==> src/rtl/sdc_pkg.sv <==
// Shared types and constants for the segment deframer with checksum check.
// Used by sdc_core, sdc_out and segment_deframer_checksum_check_top.
package sdc_pkg;

	// Segment size in bytes and derived widths
	localparam int SEG_BYTES = 2048;
	localparam int CNT_W     = $clog2(SEG_BYTES + 1);
	localparam int SUM_W     = 16 + $clog2(SEG_BYTES / 2 + 1);
	localparam int OFF_W     = 11;

	// Framing characters
	localparam logic [7:0] CH_BANG = 8'h21;
	localparam logic [7:0] CH_AMP  = 8'h26;
	localparam logic [7:0] CH_HASH = 8'h23;

	// Input item kind
	localparam logic ACT_BYTE  = 1'b0;
	localparam logic ACT_CLOSE = 1'b1;

	// Result kind
	localparam logic KIND_PAYLOAD = 1'b0;
	localparam logic KIND_STATUS  = 1'b1;

	// Frame status codes
	localparam logic [1:0] ST_GOOD   = 2'd0;
	localparam logic [1:0] ST_BADSUM = 2'd1;
	localparam logic [1:0] ST_CLOSED = 2'd2;
	localparam logic [1:0] ST_OVFL   = 2'd3;

	typedef enum logic [1:0] {
		HUNT1 = 2'd0,
		HUNT2 = 2'd1,
		RECV  = 2'd2,
		STOP1 = 2'd3
	} hunt_t;

	typedef struct packed {
		logic             kind;
		logic [7:0]       data;
		logic [OFF_W-1:0] offset;
		logic [1:0]       status;
		logic             last;
	} result_t;

	// Up to two results per input item
	typedef struct packed {
		logic [1:0] count;
		result_t    r0;
		result_t    r1;
	} res_pair_t;

endpackage

==> src/rtl/sdc_core.sv <==
// Framing state machine, payload offset counter and ones-complement sum.
// Depends on sdc_pkg.
module sdc_core (
	input  logic               clk,
	input  logic               arst_n,
	input  logic               step,
	input  logic               action,
	input  logic [7:0]         byte_in,
	output sdc_pkg::res_pair_t pair
);
	import sdc_pkg::*;

	hunt_t            hunt_q, hunt_d;
	logic [CNT_W-1:0] cnt_q, cnt_d, cnt1;
	logic [SUM_W-1:0] sum_q, sum_d;
	logic             ovf_q, ovf_d;

	logic             want0, want1, full0, full1, take0, take1;
	logic [7:0]       pb0, pb1;
	logic [15:0]      w0, w1;
	logic             is_status, clear;
	logic [1:0]       st_code;
	logic [16:0]      fold;
	logic [15:0]      folded;
	result_t          p0, p1, st_res;

	// Next hunt state
	always_comb begin
		hunt_d = hunt_q;
		if (action == ACT_CLOSE) begin
			hunt_d = HUNT1;
		end else begin
			case (hunt_q)
				HUNT1: if (byte_in == CH_BANG) hunt_d = HUNT2;
				HUNT2: hunt_d = (byte_in == CH_AMP) ? RECV : HUNT1;
				RECV:  if (byte_in == CH_BANG) hunt_d = STOP1;
				STOP1: hunt_d = (byte_in == CH_HASH) ? HUNT1 : RECV;
				default: hunt_d = HUNT1;
			endcase
		end
	end

	// Checksum fold: end-around carry, good when all ones; overflow takes priority
	always_comb begin
		fold   = {1'b0, sum_q[15:0]} + 17'(sum_q[SUM_W-1:16]);
		folded = fold[15:0] + {15'd0, fold[16]};
		if (ovf_q)
			st_code = ST_OVFL;
		else if (folded == 16'hFFFF)
			st_code = ST_GOOD;
		else
			st_code = ST_BADSUM;
	end

	// Payload takes, results and state datapath
	always_comb begin
		want0     = 1'b0;
		want1     = 1'b0;
		pb0       = byte_in;
		pb1       = byte_in;
		is_status = 1'b0;
		clear     = 1'b0;
		st_res    = '0;
		st_res.kind = KIND_STATUS;

		if (action == ACT_CLOSE) begin
			is_status     = 1'b1;
			clear         = 1'b1;
			st_res.status = ST_CLOSED;
		end else begin
			case (hunt_q)
				HUNT2: clear = (byte_in == CH_AMP);
				RECV:  want0 = (byte_in != CH_BANG);
				STOP1: begin
					if (byte_in == CH_HASH) begin
						is_status     = 1'b1;
						clear         = 1'b1;
						st_res.status = st_code;
					end else begin
						want0 = 1'b1;
						pb0   = CH_BANG;
						want1 = 1'b1;
					end
				end
				default: ;
			endcase
		end

		full0 = (cnt_q >= CNT_W'(SEG_BYTES));
		take0 = want0 && !full0;
		cnt1  = cnt_q + CNT_W'(take0);
		full1 = (cnt1 >= CNT_W'(SEG_BYTES));
		take1 = want1 && !full1;

		w0 = !take0 ? 16'd0 : (cnt_q[0] ? {pb0, 8'd0} : {8'd0, pb0});
		w1 = !take1 ? 16'd0 : (cnt1[0]  ? {pb1, 8'd0} : {8'd0, pb1});

		p0 = '{kind: KIND_PAYLOAD, data: pb0, offset: OFF_W'(cnt_q),
			status: ST_GOOD, last: 1'b0};
		p1 = '{kind: KIND_PAYLOAD, data: pb1, offset: OFF_W'(cnt1),
			status: ST_GOOD, last: 1'b0};

		if (clear) begin
			cnt_d = '0;
			sum_d = '0;
			ovf_d = 1'b0;
		end else begin
			cnt_d = cnt1 + CNT_W'(take1);
			sum_d = sum_q + SUM_W'(w0) + SUM_W'(w1);
			ovf_d = ovf_q | (want0 & full0) | (want1 & full1);
		end

		// Pack results, mark the final one
		pair = '0;
		if (is_status) begin
			pair.count   = 2'd1;
			pair.r0      = st_res;
			pair.r0.last = 1'b1;
		end else if (take0 && take1) begin
			pair.count   = 2'd2;
			pair.r0      = p0;
			pair.r1      = p1;
			pair.r1.last = 1'b1;
		end else if (take0) begin
			pair.count   = 2'd1;
			pair.r0      = p0;
			pair.r0.last = 1'b1;
		end else if (take1) begin
			pair.count   = 2'd1;
			pair.r0      = p1;
			pair.r0.last = 1'b1;
		end
	end

	// State registers advance once per consumed item
	always_ff @(posedge clk or negedge arst_n) begin
		if (!arst_n) begin
			hunt_q <= HUNT1;
			cnt_q  <= '0;
			sum_q  <= '0;
			ovf_q  <= 1'b0;
		end else if (step) begin
			hunt_q <= hunt_d;
			cnt_q  <= cnt_d;
			sum_q  <= sum_d;
			ovf_q  <= ovf_d;
		end
	end

endmodule

==> src/rtl/sdc_out.sv <==
// Result register holding up to two results, handed out one per transaction.
// Depends on sdc_pkg.
module sdc_out (
	input  logic               clk,
	input  logic               arst_n,
	input  logic               load,
	input  sdc_pkg::res_pair_t pair,
	output logic               can_load,
	output logic               m_axis_tvalid,
	input  logic               m_axis_tready,
	output logic [23:0]        m_axis_tdata,  // data_byte[7:0], byte_offset[18:8], status[20:19]
	output logic               m_axis_tuser,  // result_kind
	output logic               m_axis_tlast
);
	import sdc_pkg::*;

	result_t    res0_q, res1_q, cur;
	logic [1:0] rem_q;
	logic       head_q;
	logic       fire;

	assign cur           = head_q ? res1_q : res0_q;
	assign m_axis_tvalid = (rem_q != 2'd0);
	assign fire          = m_axis_tvalid && m_axis_tready;
	assign can_load      = (rem_q == 2'd0) || (rem_q == 2'd1 && m_axis_tready);

	assign m_axis_tdata  = {3'd0, cur.status, cur.offset, cur.data};
	assign m_axis_tuser  = cur.kind;
	assign m_axis_tlast  = cur.last;

	// Result payload
	always_ff @(posedge clk) begin
		if (load && pair.count != 2'd0) begin
			res0_q <= pair.r0;
			res1_q <= pair.r1;
		end
	end

	// Remaining count and read position
	always_ff @(posedge clk or negedge arst_n) begin
		if (!arst_n) begin
			rem_q  <= 2'd0;
			head_q <= 1'b0;
		end else if (load && pair.count != 2'd0) begin
			rem_q  <= pair.count;
			head_q <= 1'b0;
		end else if (fire) begin
			rem_q  <= rem_q - 2'd1;
			head_q <= 1'b1;
		end
	end

endmodule

==> src/rtl/segment_deframer_checksum_check_top.sv <==
// Channel   Dir  tdata                                      tuser        tlast
// s_axis    in   byte_value[7:0]                            action       -
// m_axis    out  data_byte[7:0] offset[18:8] status[20:19]  result_kind  last
//
// An item waits in the input register, then is decoded and its
// results (zero, one or two) land in the result register in the same step.
// One item per cycle while m_axis is ready and each gives at most one result;
// an escaped pair holds the next item while the result register drains.
// arst_n clears the hunt state, offset counter, sum and all valid flags.
// Backpressure on m_axis stalls the input register and drops s_axis_tready.
//
// Top level of the segment deframer with checksum check.
// Depends on sdc_pkg, sdc_core and sdc_out.
module segment_deframer_checksum_check_top (
	input  logic        clk,
	input  logic        arst_n,
	input  logic        s_axis_tvalid,
	output logic        s_axis_tready,
	input  logic [7:0]  s_axis_tdata,   // byte_value
	input  logic        s_axis_tuser,   // action
	output logic        m_axis_tvalid,
	input  logic        m_axis_tready,
	output logic [23:0] m_axis_tdata,   // data_byte[7:0], byte_offset[18:8], status[20:19]
	output logic        m_axis_tuser,   // result_kind
	output logic        m_axis_tlast
);
	import sdc_pkg::*;

	logic       valid_s1;
	logic       action_s1;
	logic [7:0] byte_s1;
	logic       can_load, adv;
	res_pair_t  pair;

	assign adv           = valid_s1 && can_load;
	assign s_axis_tready = !valid_s1 || adv;

	// Input register
	always_ff @(posedge clk or negedge arst_n) begin
		if (!arst_n) begin
			valid_s1 <= 1'b0;
		end else if (s_axis_tvalid && s_axis_tready) begin
			valid_s1 <= 1'b1;
		end else if (adv) begin
			valid_s1 <= 1'b0;
		end
	end

	always_ff @(posedge clk) begin
		if (s_axis_tvalid && s_axis_tready) begin
			action_s1 <= s_axis_tuser;
			byte_s1   <= s_axis_tdata;
		end
	end

	sdc_core u_core (
		.clk     (clk),
		.arst_n  (arst_n),
		.step    (adv),
		.action  (action_s1),
		.byte_in (byte_s1),
		.pair    (pair)
	);

	sdc_out u_out (
		.clk           (clk),
		.arst_n        (arst_n),
		.load          (adv),
		.pair          (pair),
		.can_load      (can_load),
		.m_axis_tvalid (m_axis_tvalid),
		.m_axis_tready (m_axis_tready),
		.m_axis_tdata  (m_axis_tdata),
		.m_axis_tuser  (m_axis_tuser),
		.m_axis_tlast  (m_axis_tlast)
	);

endmodule
==> config.mk <==
export PLATFORM = sky130hd
export DESIGN_NAME = segment_deframer_checksum_check_top
export DESIGN_NICKNAME = d
export VERILOG_FILES = /design/src/rtl/sdc_pkg.sv /design/src/rtl/sdc_core.sv /design/src/rtl/sdc_out.sv /design/src/rtl/segment_deframer_checksum_check_top.sv
export SDC_FILE = /design/constraint.sdc
export NUM_CORES = 1
export LEC_CHECK = 0
export ABC_CLOCK_PERIOD_IN_PS = 12100
export BUFFER_PORTS_ARGS = -buffer_cell sky130_fd_sc_hd__buf_2
export CAP_MARGIN = 20
export CORE_MARGIN = 2
export CORE_UTILIZATION = 57
export CTS_CLUSTER_SIZE = 40
export DETAILED_ROUTE_END_ITERATION = 10
export PLACE_DENSITY = 0.75
export SLEW_MARGIN = 20
export SYNTH_ARGS = -nofsm -noshare
export SYNTH_HDL_FRONTEND = slang
export SYNTH_HIERARCHICAL = 1
export SYNTH_SLANG_ARGS = --single-unit
==> constraint.sdc <==
create_clock -name clk -period 12.1 [get_ports clk]
set_clock_uncertainty 0.2 [all_clocks]
set_input_delay 0 -clock clk [delete_from_list [all_inputs] [get_ports clk]]
set_output_delay 0 -clock clk [all_outputs]
set_load 0.05 [all_outputs]
## Word-level counts from Yosys, hierarchy flattened

Cells that the tools add are included.

- Bits in writable memories: 0
- Memories kept: 0
- Latch bits: 0
- ROM bits: 0
- Bits of input ports: 13
- Output and inout port bits: 28
- Register bits: 101

- Add/subtract/negate cells: 7
- Eq/ne operators: 11
- Order comparisons: 2
- Shift operators: 0
- Divide/modulo/power cells: 0
- Bitwise logic cells: 5
- Multiplexer cells: 43
- Multipliers: 0
- Reductions and logical operators: 21

Operators with widths:

| operator | number |
|---|---|
| $mux W16 | 4 |
| $add A27 B16 Y27 | 2 |
| $mux W25 | 2 |
| $mux W24 | 2 |
| $mux W27 | 1 |
| $add A12 B1 Y12 | 2 |
| $eq A8 B6 Y1 const B | 3 |
| $ge A12 B12 Y1 const B | 2 |
| $mux W8 | 3 |
| $mux W23 | 1 |
| $mux W2 | 11 |
| $add A16 B11 Y17 | 1 |
| $add A16 B1 Y16 | 1 |
| $eq A16 B16 Y1 const B | 1 |
| $mux W1 | 15 |
| $mux W12 | 1 |
| $logic_and A1 B1 Y1 | 8 |
| $ne A8 B6 Y1 const B | 1 |
| $pmux W2 S4 | 1 |
| $reduce_bool A2 Y1 | 4 |
| $ne A3 B2 Y1 const B | 2 |
| $eq A2 B1 Y1 const B | 2 |
| $eq A2 B2 Y1 const B | 2 |
| $logic_not A2 Y1 | 2 |
| 9 further kinds | 15 |

## Longest topological paths before layout

Gate-level depths: netlist of the first run.

- Depth in word-level cells: 16
- Mapped depth: 31

## By module

Netlist of the first run, hierarchy kept.

By module, submodules not included:

| module | times used | area an instance (um2) | seq. area each (um2) | cells each |
|---|---|---|---|---|
| sdc_core | 1 | 4625.7 | 1051.0 | 571 |
| sdc_out | 1 | 1978.1 | 1456.4 | 96 |
| segment_deframer_checksum_check_top | 1 | 330.3 | 295.3 | 14 |

## Worst setup path before layout of the first run

OpenSTA, ideal clock, no wires.

- Path type: reg-to-reg
- Start: register byte_s1[5]
- End: register u_core.sum_q[25]
- Data arrival time: 5877 ps
- Slack: 5945 ps
- Required time: 11822 ps
- Period minus slack after synthesis: 6155 ps
- Library setup time: 78 ps
- Cell stages (with the launch flop): 32
- Path through: edfxtp_1 nand2b_1 nor4_1 and3b_1 a31o_2 or2_1 clkbuf_1 inv_2 clkbuf_1 ha_1 nand3_1 nor2_1 nand3_1 xor2_1 nand3_1 inv_1 clkbuf_1 nand3_1 fa_1 inv_1 ha_1 inv_1 fa_1 nand2b_1 a21oi_1 o21ai_1 a31oi_1 a221oi_1 nor2_1 nand4_1 xor2_1 a21oi_1

- Cells in the longest elaborated chain, start to end: 12

Ends and longest elaborated chain:

| item | line | source |
|---|---|---|
| start, declared | segment_deframer_checksum_check_top.sv:31 | `logic [7:0] byte_s1;` |
| start signal, assigned | segment_deframer_checksum_check_top.sv:52 | `byte_s1 <= s_axis_tdata;` |
| $eq A8 B6 Y1 | sdc_core.sv:75 | `if (byte_in == CH_HASH) begin` |
| $mux W1 | sdc_core.sv:75 |  |
| $pmux W1 S2 | sdc_core.sv:71 | `case (hunt_q)` |
| $mux W1 | sdc_core.sv:66 | `if (action == ACT_CLOSE) begin` |
| $logic_and A1 B1 Y1 | sdc_core.sv:90 | `take0 = want0 && !full0;` |
| $add A12 B1 Y12 | sdc_core.sv:91 | `cnt1 = cnt_q + CNT_W'(take0);` |
| $ge A12 B12 Y1 | sdc_core.sv:92 | `full1 = (cnt1 >= CNT_W'(SEG_BYTES));` |
| $logic_not A1 Y1 | sdc_core.sv:93 | `take1 = want1 && !full1;` |
| $logic_and A1 B1 Y1 | sdc_core.sv:93 |  |
| $mux W16 | sdc_core.sv:96 | `w1 = !take1 ? 16'd0 : (cnt1[0] ? {pb1, 8'd0} : {8'd0, pb1});` |
| $add A27 B16 Y27 | sdc_core.sv:109 | `sum_d = sum_q + SUM_W'(w0) + SUM_W'(w1);` |
| $mux W27 (*) | sdc_core.sv:103 | `if (clear) begin` |
| end signal, assigned | sdc_core.sv:145 | `sum_q <= sum_d;` |
| end, declared | sdc_core.sv:15 | `logic [SUM_W-1:0] sum_q, sum_d;` |

Mark *: on every way between the ends. The rest lies on a longest branch, timed or not.
A chain may end at the register's enable or synchronous reset.

## Worst setup path after layout of the first run

- Start: register byte_s1[4]
- End: register u_core.sum_q[23]

The elaborated chain is that of the path after synthesis.

==> results by group, run 1 <==
Status
  – Status: finished, final reports clean

Layout
  – Share of layout cells above drive strength 1: 0.128
  – Non-Filler Instances: roughly 860
  – # fillers: roughly 970
  – Antenna Cells: 0
  – Finished Core Util: 0.630
  – Nets: about 780
  – Layout Cell Area excl Fill: between 7000 and 8000 um^2
  – P&R area growth vs syn: 8.75%

Placed design
  – Placer congestion estimate: about 0.96
  – Pre-CTS setup slack: 5020 ps
  – Dpl cell area: about 7000 um^2
  – Placed cells: ~830
  – Buffers on Ports: 37
  – Post-DP HPWL: around 11000 um

Route
  – Routed vias/inst: about 6.2
  – Wire per inst: around 18 um
  – Via Count: 5310
  – Total Wirelength: 15800 um
  – Post-route ant nets: 0
  – Initial DRC Count: ~570
  – DRC violation count after routing: 0
  – DRT Pass-1 Iters: 5

CTS
  – Worst-path clk slew: roughly 70 ps
  – Resized Gates After CTS: 0
  – Bufs on Longest Clock Path: 2
  – Clock sinks: between 100 and 150
  – Worst-Skew Late Latency: between 300 and 400 ps
  – H-tree depth: 3
  – CTS tree: yes
  – Setup Fix Bufs, Post-CTS: 0
  – Root Buffer: clkbuf_16
  – Num CTS Buffers: 9

Die
  – Site Rows: 40
  – Core region area: 12000 um^2
  – Die height: approximately 110 um
  – # IOs: about 40
  – Die W: between 100 and 150 um
  – Initial Util: 0.580
  – Die area: roughly 13000 um^2

Power and ir drop
  – P_int: 0.867 mW
  – Sw Share: 0.453
  – Worst VDD drop: slightly below 0.08 mV
  – Power density over the cells: about 210 nW/um^2
  – Leak: ~3.3 nW
  – Combinational share of power: 0.475
  – Switching power: approximately 0.72 mW
  – Clock Power Share: 0.178
  – Overall power: roughly 1.6 mW
  – Sequential fraction of design power: 0.346

GRT
  – Largest net degree at the start of global routing: 48
  – Congestion Overflow GR: 0
  – Global-route wire length before repair: about 26000 um
  – Gr usage total: 0.257
  – Vias in the first global route: between 5000 and 6000
  – Initial antenna violation count: 0

Worst setup path
  – Critical path class: register to register
  – Slowest-stage cell, CP: inv_1
  – Slowest stage delay, CP: about 570 ps
  – Max FO, Critical Path: 28
  – Worst Setup Start Kind: register
  – Worst path required time: between 10000 and 15000 ps
  – Crit. End Element: register
  – CP arrival: 7270 ps
  – Cell mode on critical path: nand3_1

STA
  – Final Hold Viols: 0
  – Slew HR: 0.299
  – Finish-stage setup viols: 0
  – RSZ-0062 raised after global routing: no
  – WHS: ~78 ps
  – Setup TNS: 0 ps
  – Fin crit period: 7260 ps
  – Peak Freq: 138 MHz
  – Tightest Pin Transition: ~1100 ps
  – Fin. max-slew vios: 0
  – Tcrit/Tclk final: 0.600
  – Worst Slack Setup Final: 4840 ps

Synthesis
  – Post-synth ARST share: 0.455
  – Avg Cell Area, Syn: around 10 um^2
  – Post-synth cell types: 75
  – Main synth FF type: edfxtp_1
  – Mapped Cells: about 680
  – Sequential area share after synthesis: 0.404
  – Post-synth EDFFs: 55
  – YS warnings: 6
  – Register bit total from synthesis: roughly 100
  – Synth Cell Area: around 6900 um^2

Run
  – Max-cap violation count: 0

Min path
  – Worst min-delay path class: primary input to asynchronous set/reset pin
-- final cells by class --
cell class / instances / area [um^2] / area share
multi-input combinational: 521 / 3830 / 0.509
timing repair buffer: 54 / 345 / 0.0458
clock inverter: 7 / 58.8 / 0.00780
inverter: 24 / 90.1 / 0.0119
clock buffer: 9 / 225 / 0.0299
tap: 147 / 184 / 0.0244
sequential: 101 / 2800 / 0.372
-- cell usage after synthesis (all sizes together), types with 18 or more instances --
cell	number	area [um^2]
clkbuf	23	86.3
o21ai	31	155
dfrtp	46	1150
and2	19	121
ha	35	438
nor2	47	176
inv	23	86.3
edfxtp	55	1650
and3	30	188
nand2	63	236
fa	18	360
xnor2	30	263
a21oi	27	135
nand3	24	120
mux2	23	330
-- cell families after synthesis --
kind of cell | after synthesis | share of synthesized area
buffers and inverters | 63 | 0.0451
other | 2 | 0.00108
muxes | 25 | 0.0505
DFF | 101 | 0.404
xor gates and xnor gates | 43 | 0.0543
adders and majority gates | 53 | 0.115
and+or+nand+nor | 253 | 0.190
AOI/OAI and AO/OA | 141 | 0.139
-- state kept, by name, indices dropped and copies added (netlist names) --
| register | count |
|---|---|
| action_s1 | 1 |
| u_out/res1_q | 23 |
| u_out/rem_q | 2 |
| u_out/res0_q | 23 |
| u_core/cnt_q | 12 |
| valid_s1 | 1 |
| u_core/ovf_q | 1 |
| u_core/hunt_q | 2 |
| byte_s1 | 8 |
| u_out/head_q | 1 |
| u_core/sum_q | 27 |
-- path summary, 6_finish.rpt --
| check | slack (ps) | endpoint | cells after the start | start |
|---|---|---|---|---|
| setup / recovery | 4840 | u_core/sum_q[23]$_DFFE_PN0P_ | 28 | byte_s1[4]$_DFFE_PP_ |
| hold / removal | 80 | u_core/sum_q[7]$_DFFE_PN0P_ | 3 | arst_n |
| setup reg to reg | 4840 | u_core/sum_q[23]$_DFFE_PN0P_ | 28 | byte_s1[4]$_DFFE_PP_ |
| hold reg to reg | 360 | u_core/sum_q[26]$_DFFE_PN0P_ | 2 | u_core/sum_q[26]$_DFFE_PN0P_ |
| max in group asynchronous | 11170 | u_core/sum_q[19]$_DFFE_PN0P_ | 3 | arst_n |
| min in group clk | 150 | byte_s1[7]$_DFFE_PP_ | 2 | s_axis_tdata[7] |
-- cell usage in the layout (no fill, tap or decap), types with 5 or more instances in the layout --
cell type and n:
nand2_1 63, edfxtp_1 55, nor2_1 47, dfrtp_1 46, buf_2 37, ha_1 35
and3_1 30, xnor2_1 30, a21oi_1 27, o21ai_0 27, nand3_1 24, inv_1 22
mux2_4 19, and2_1 18, fa_1 18, nor3_1 17, a21o_1 17, dlygate4sd3_1 13
xor2_1 13, o2bb2ai_1 13, nand2b_1 11, nor2b_1 11, clkbuf_16 9, a31oi_1 6
o31ai_1 6, conb_1 6, nand4_1 5, o22ai_1 5
-- layer usage --
metal | GRT usage | up-vias | share of wire
met5 | 0 | - | 0
li1 | - | 2511 | -
met1 | 0.350 | 2559 | 0.44
met4 | 0.120 | 0 | 0.030
met2 | 0.414 | 214 | 0.48
met3 | 0.0281 | 26 | 0.050
-- critical path, delay by kind of cell (launching register included) --
kind / cells / cell delay (ps)
simple gates: 11 / 2260
flops: 1 / 460
xor+xnor: 1 / 170
fa+ha+maj: 4 / 1380
buf+inv: 4 / 1070
compound gates: 8 / 1560
-- power by group through the flow --
stage          combinational, mW  sequential [mW]  clock, mW
2_1_floorplan              0.628            0.525          0
3_5_place_dp               0.745            0.557          0
3_3_place_gp               0.731            0.551          0
5_1_grt                    0.812            0.560      0.300
4_1_cts                    0.754            0.550      0.287
6_report                   0.754            0.549      0.283
-- timing repair --
item,in CTS,in global routing
hold buffers,13,0
endpoints found under the hold margin,68,0
setup endpoints to repair,0,0
Power figures use the tool's default switching activity.
==> inputs of run 2 (changes only) <==
Settings changed: ABC_CLOCK_PERIOD_IN_PS 12100 to 7150.
Clock period 12.1 ns to 7.15 ns, I/O delays scaled along.
==> run 2 against run 1 <==
Largest cell class unchanged. Largest power group unchanged. Die area did not move. Sequential power up 70%. Routed wire length rose by 0.78%. Count of clock-buffer cells in the layout unchanged. First-iteration DRC count fell by 30%. Global-route usage down 0.083 points. Critical path type unchanged.
==> results by group, run 2 (same netlist as run 1, synthesis figures left out) <==
Die
  – Initial Util: 0.580
  – # IOs: between 40 and 50
  – Die height: between 100 and 150 um
  – Die W: between 100 and 150 um
  – Site Rows: 40
  – Core region area: about 12000 um^2
  – Die area: roughly 13000 um^2

STA
  – Fin crit period: around 6600 ps
  – Slew HR: 0.397
  – Final Hold Viols: 0
  – Tightest Pin Transition: 899 ps
  – Peak Freq: between 150 and 200 MHz
  – Tcrit/Tclk final: 0.925
  – Finish-stage setup viols: 0
  – RSZ-0062 raised after global routing: no
  – Worst Slack Setup Final: ~530 ps
  – Setup TNS: 0 ps
  – Fin. max-slew vios: 0

Route
  – DRT Pass-1 Iters: 5
  – Initial DRC Count: roughly 400
  – Via Count: between 5000 and 6000
  – Wire per inst: around 18 um
  – Post-route ant nets: 0
  – DRC violation count after routing: 0
  – Routed vias/inst: a little over 6
  – Total Wirelength: approximately 16000 um

Layout
  – Share of layout cells above drive strength 1: 0.135
  – Nets: a little under 800
  – Most common cell after layout, fill and taps aside: nand2_1
  – Commonest non-fill, non-tap cells in the layout: 63 x nand2_1, 55 x edfxtp_1, 46 x nor2_1, 46 x dfrtp_1, 37 x buf_2
  – P&R area growth vs syn: 9.33%
  – Finished Core Util: 0.634
  – Biggest regs: u_core/sum_q: 27 flops, u_out/res0_q: 23 flops, u_out/res1_q: 23 flops
  – Layout Cell Area excl Fill: between 7000 and 8000 um^2
  – Top reg by flops: u_core/sum_q
  – Non-Filler Instances: 867
  – Max reg flops: 27

GRT
  – Vias in the first global route: just over 5000
  – Largest net degree at the start of global routing: 48
  – Gr usage total: 0.256
  – Global-route wire length before repair: ~26000 um
  – Initial antenna violation count: 0
  – Congestion Overflow GR: 0

Min path
  – Worst min-delay path class: primary input to asynchronous set/reset pin

Placed design
  – Pre-CTS setup slack: 546 ps
  – Placer congestion estimate: between 0.9 and 1
  – Buffers on Ports: 37
  – Dpl cell area: just over 7000 um^2
  – Post-DP HPWL: around 11000 um
  – Placed cells: 837

Worst setup path
  – Worst Setup SP: byte_s1[5]$_DFFE_PP_
  – R2r startpoint: byte_s1[5]$_DFFE_PP_
  – Crit. End Element: register
  – Critical path class: register to register
  – Worst path required time: between 7000 and 8000 ps
  – R2r endpoint: u_core/sum_q[21]$_DFFE_PN0P_
  – Worst Setup Start Kind: register
  – CP arrival: between 6000 and 7000 ps
  – R2R setup slack: 530 ps
  – FF-to-FF path depth: 26
  – Max FO, Critical Path: 17

CTS
  – Setup Fix Bufs, Post-CTS: 0
  – Worst-path clk slew: approximately 70 ps
  – Worst-Skew Late Latency: roughly 360 ps
  – Clock sinks: about 100
  – Root Buffer: clkbuf_16
  – H-tree depth: 3
  – CTS tree: yes
  – Bufs on Longest Clock Path: 2
  – Num CTS Buffers: 9

Power and ir drop
  – Power density over the cells: 353 nW/um^2
  – Leak: around 3.4 nW
  – Worst VDD drop: 0.154 mV

Status
  – Status: finished, final reports clean

Run
  – Max-cap violation count: 0
-- run 2: cell count changes in the layout (fill, tap and decap cells not counted), sizes merged --
cell / before / now
buf: 41 / 44
inv: 25 / 23
clkinv: 3 / 7
clkinvlp: 3 / 1
diode: 0 / 1
-- run 2: final cells by class --
type                    instances  area (um^2)
multi-input cells             521         3840
well taps                     147          184
inverters                      24         93.8
clock buffers                   9          225
flip-flops and latches        101         2800
diodes                          1         2.50
fillers                       944         4380
clock inverters                 7         61.3
repair buffers                 57          368
-- run 2: critical path, cell delays in order (launching register included) --
cell        delay (ps)
edfxtp_1           490
nand2b_1           110
nor4_1              60
and3b_1            220
a31o_2             220
or2_1              320
inv_2               90
ha_1               240
nand3_1            200
nor2_2             260
nand3_1            170
xor2_1             170
nand3_1            230
clkinvlp_4         290
and3_1             270
fa_1               520
inv_1               70
fa_1               430
nand2b_1           190
a21oi_1            300
o21ai_1            160
a31oi_1            270
a221oi_1           180
nor2_1             300
a21oi_1            140
o21ai_0            220
o31ai_1            130
-- run 2: power by group --
| group | switching, mW | total (mW) | internal [mW] |
|---|---|---|---|
| clock network | 0.229 | 0.469 | 0.241 |
| logic | 0.845 | 1.28 | 0.432 |
| registers | 0.133 | 0.932 | 0.799 |
-- run 2: per-layer routing --
metal | part of all wire | wire (um) | global-route usage | vias up
li1 | - | - | - | 2514
met1 | 0.43 | 6850 | 0.333 | 2568
met2 | 0.50 | 8010 | 0.430 | 164
met3 | 0.050 | 800 | 0.0482 | 23
met4 | 0.017 | 263 | 0.0919 | 0
met5 | 0 | 0 | 0 | -
-- run 2: per-stage QoR --
step / hold slack, ps / power, mW
4_1_cts: 99.6 / 2.69
5_1_grt: 159 / 2.84
3_3_place_gp: -53.6 / 2.18
3_5_place_dp: -53.3 / 2.20
6_report: 79.7 / 2.68
2_1_floorplan: -496 / 1.95
-- run 2: worst max path at each step --
stage,endpoint,slack (ps)
6_report,u_core/sum_q[21]$_DFFE_PN0P_,530
5_1_grt,u_core/sum_q[23]$_DFFE_PN0P_,50
4_1_cts,u_core/sum_q[23]$_DFFE_PN0P_,530
3_5_place_dp,u_core/sum_q[23]$_DFFE_PN0P_,550
3_3_place_gp,u_core/sum_q[23]$_DFFE_PN0P_,960
2_1_floorplan,u_core/sum_q[25]$_DFFE_PN0P_,1000
-- run 2: repair_timing --
action	4_1_cts	5_1_grt
gates resized for setup	0	2
hold buffers	13	0
endpoints found under the hold margin	68	0
setup endpoints to repair	0	2
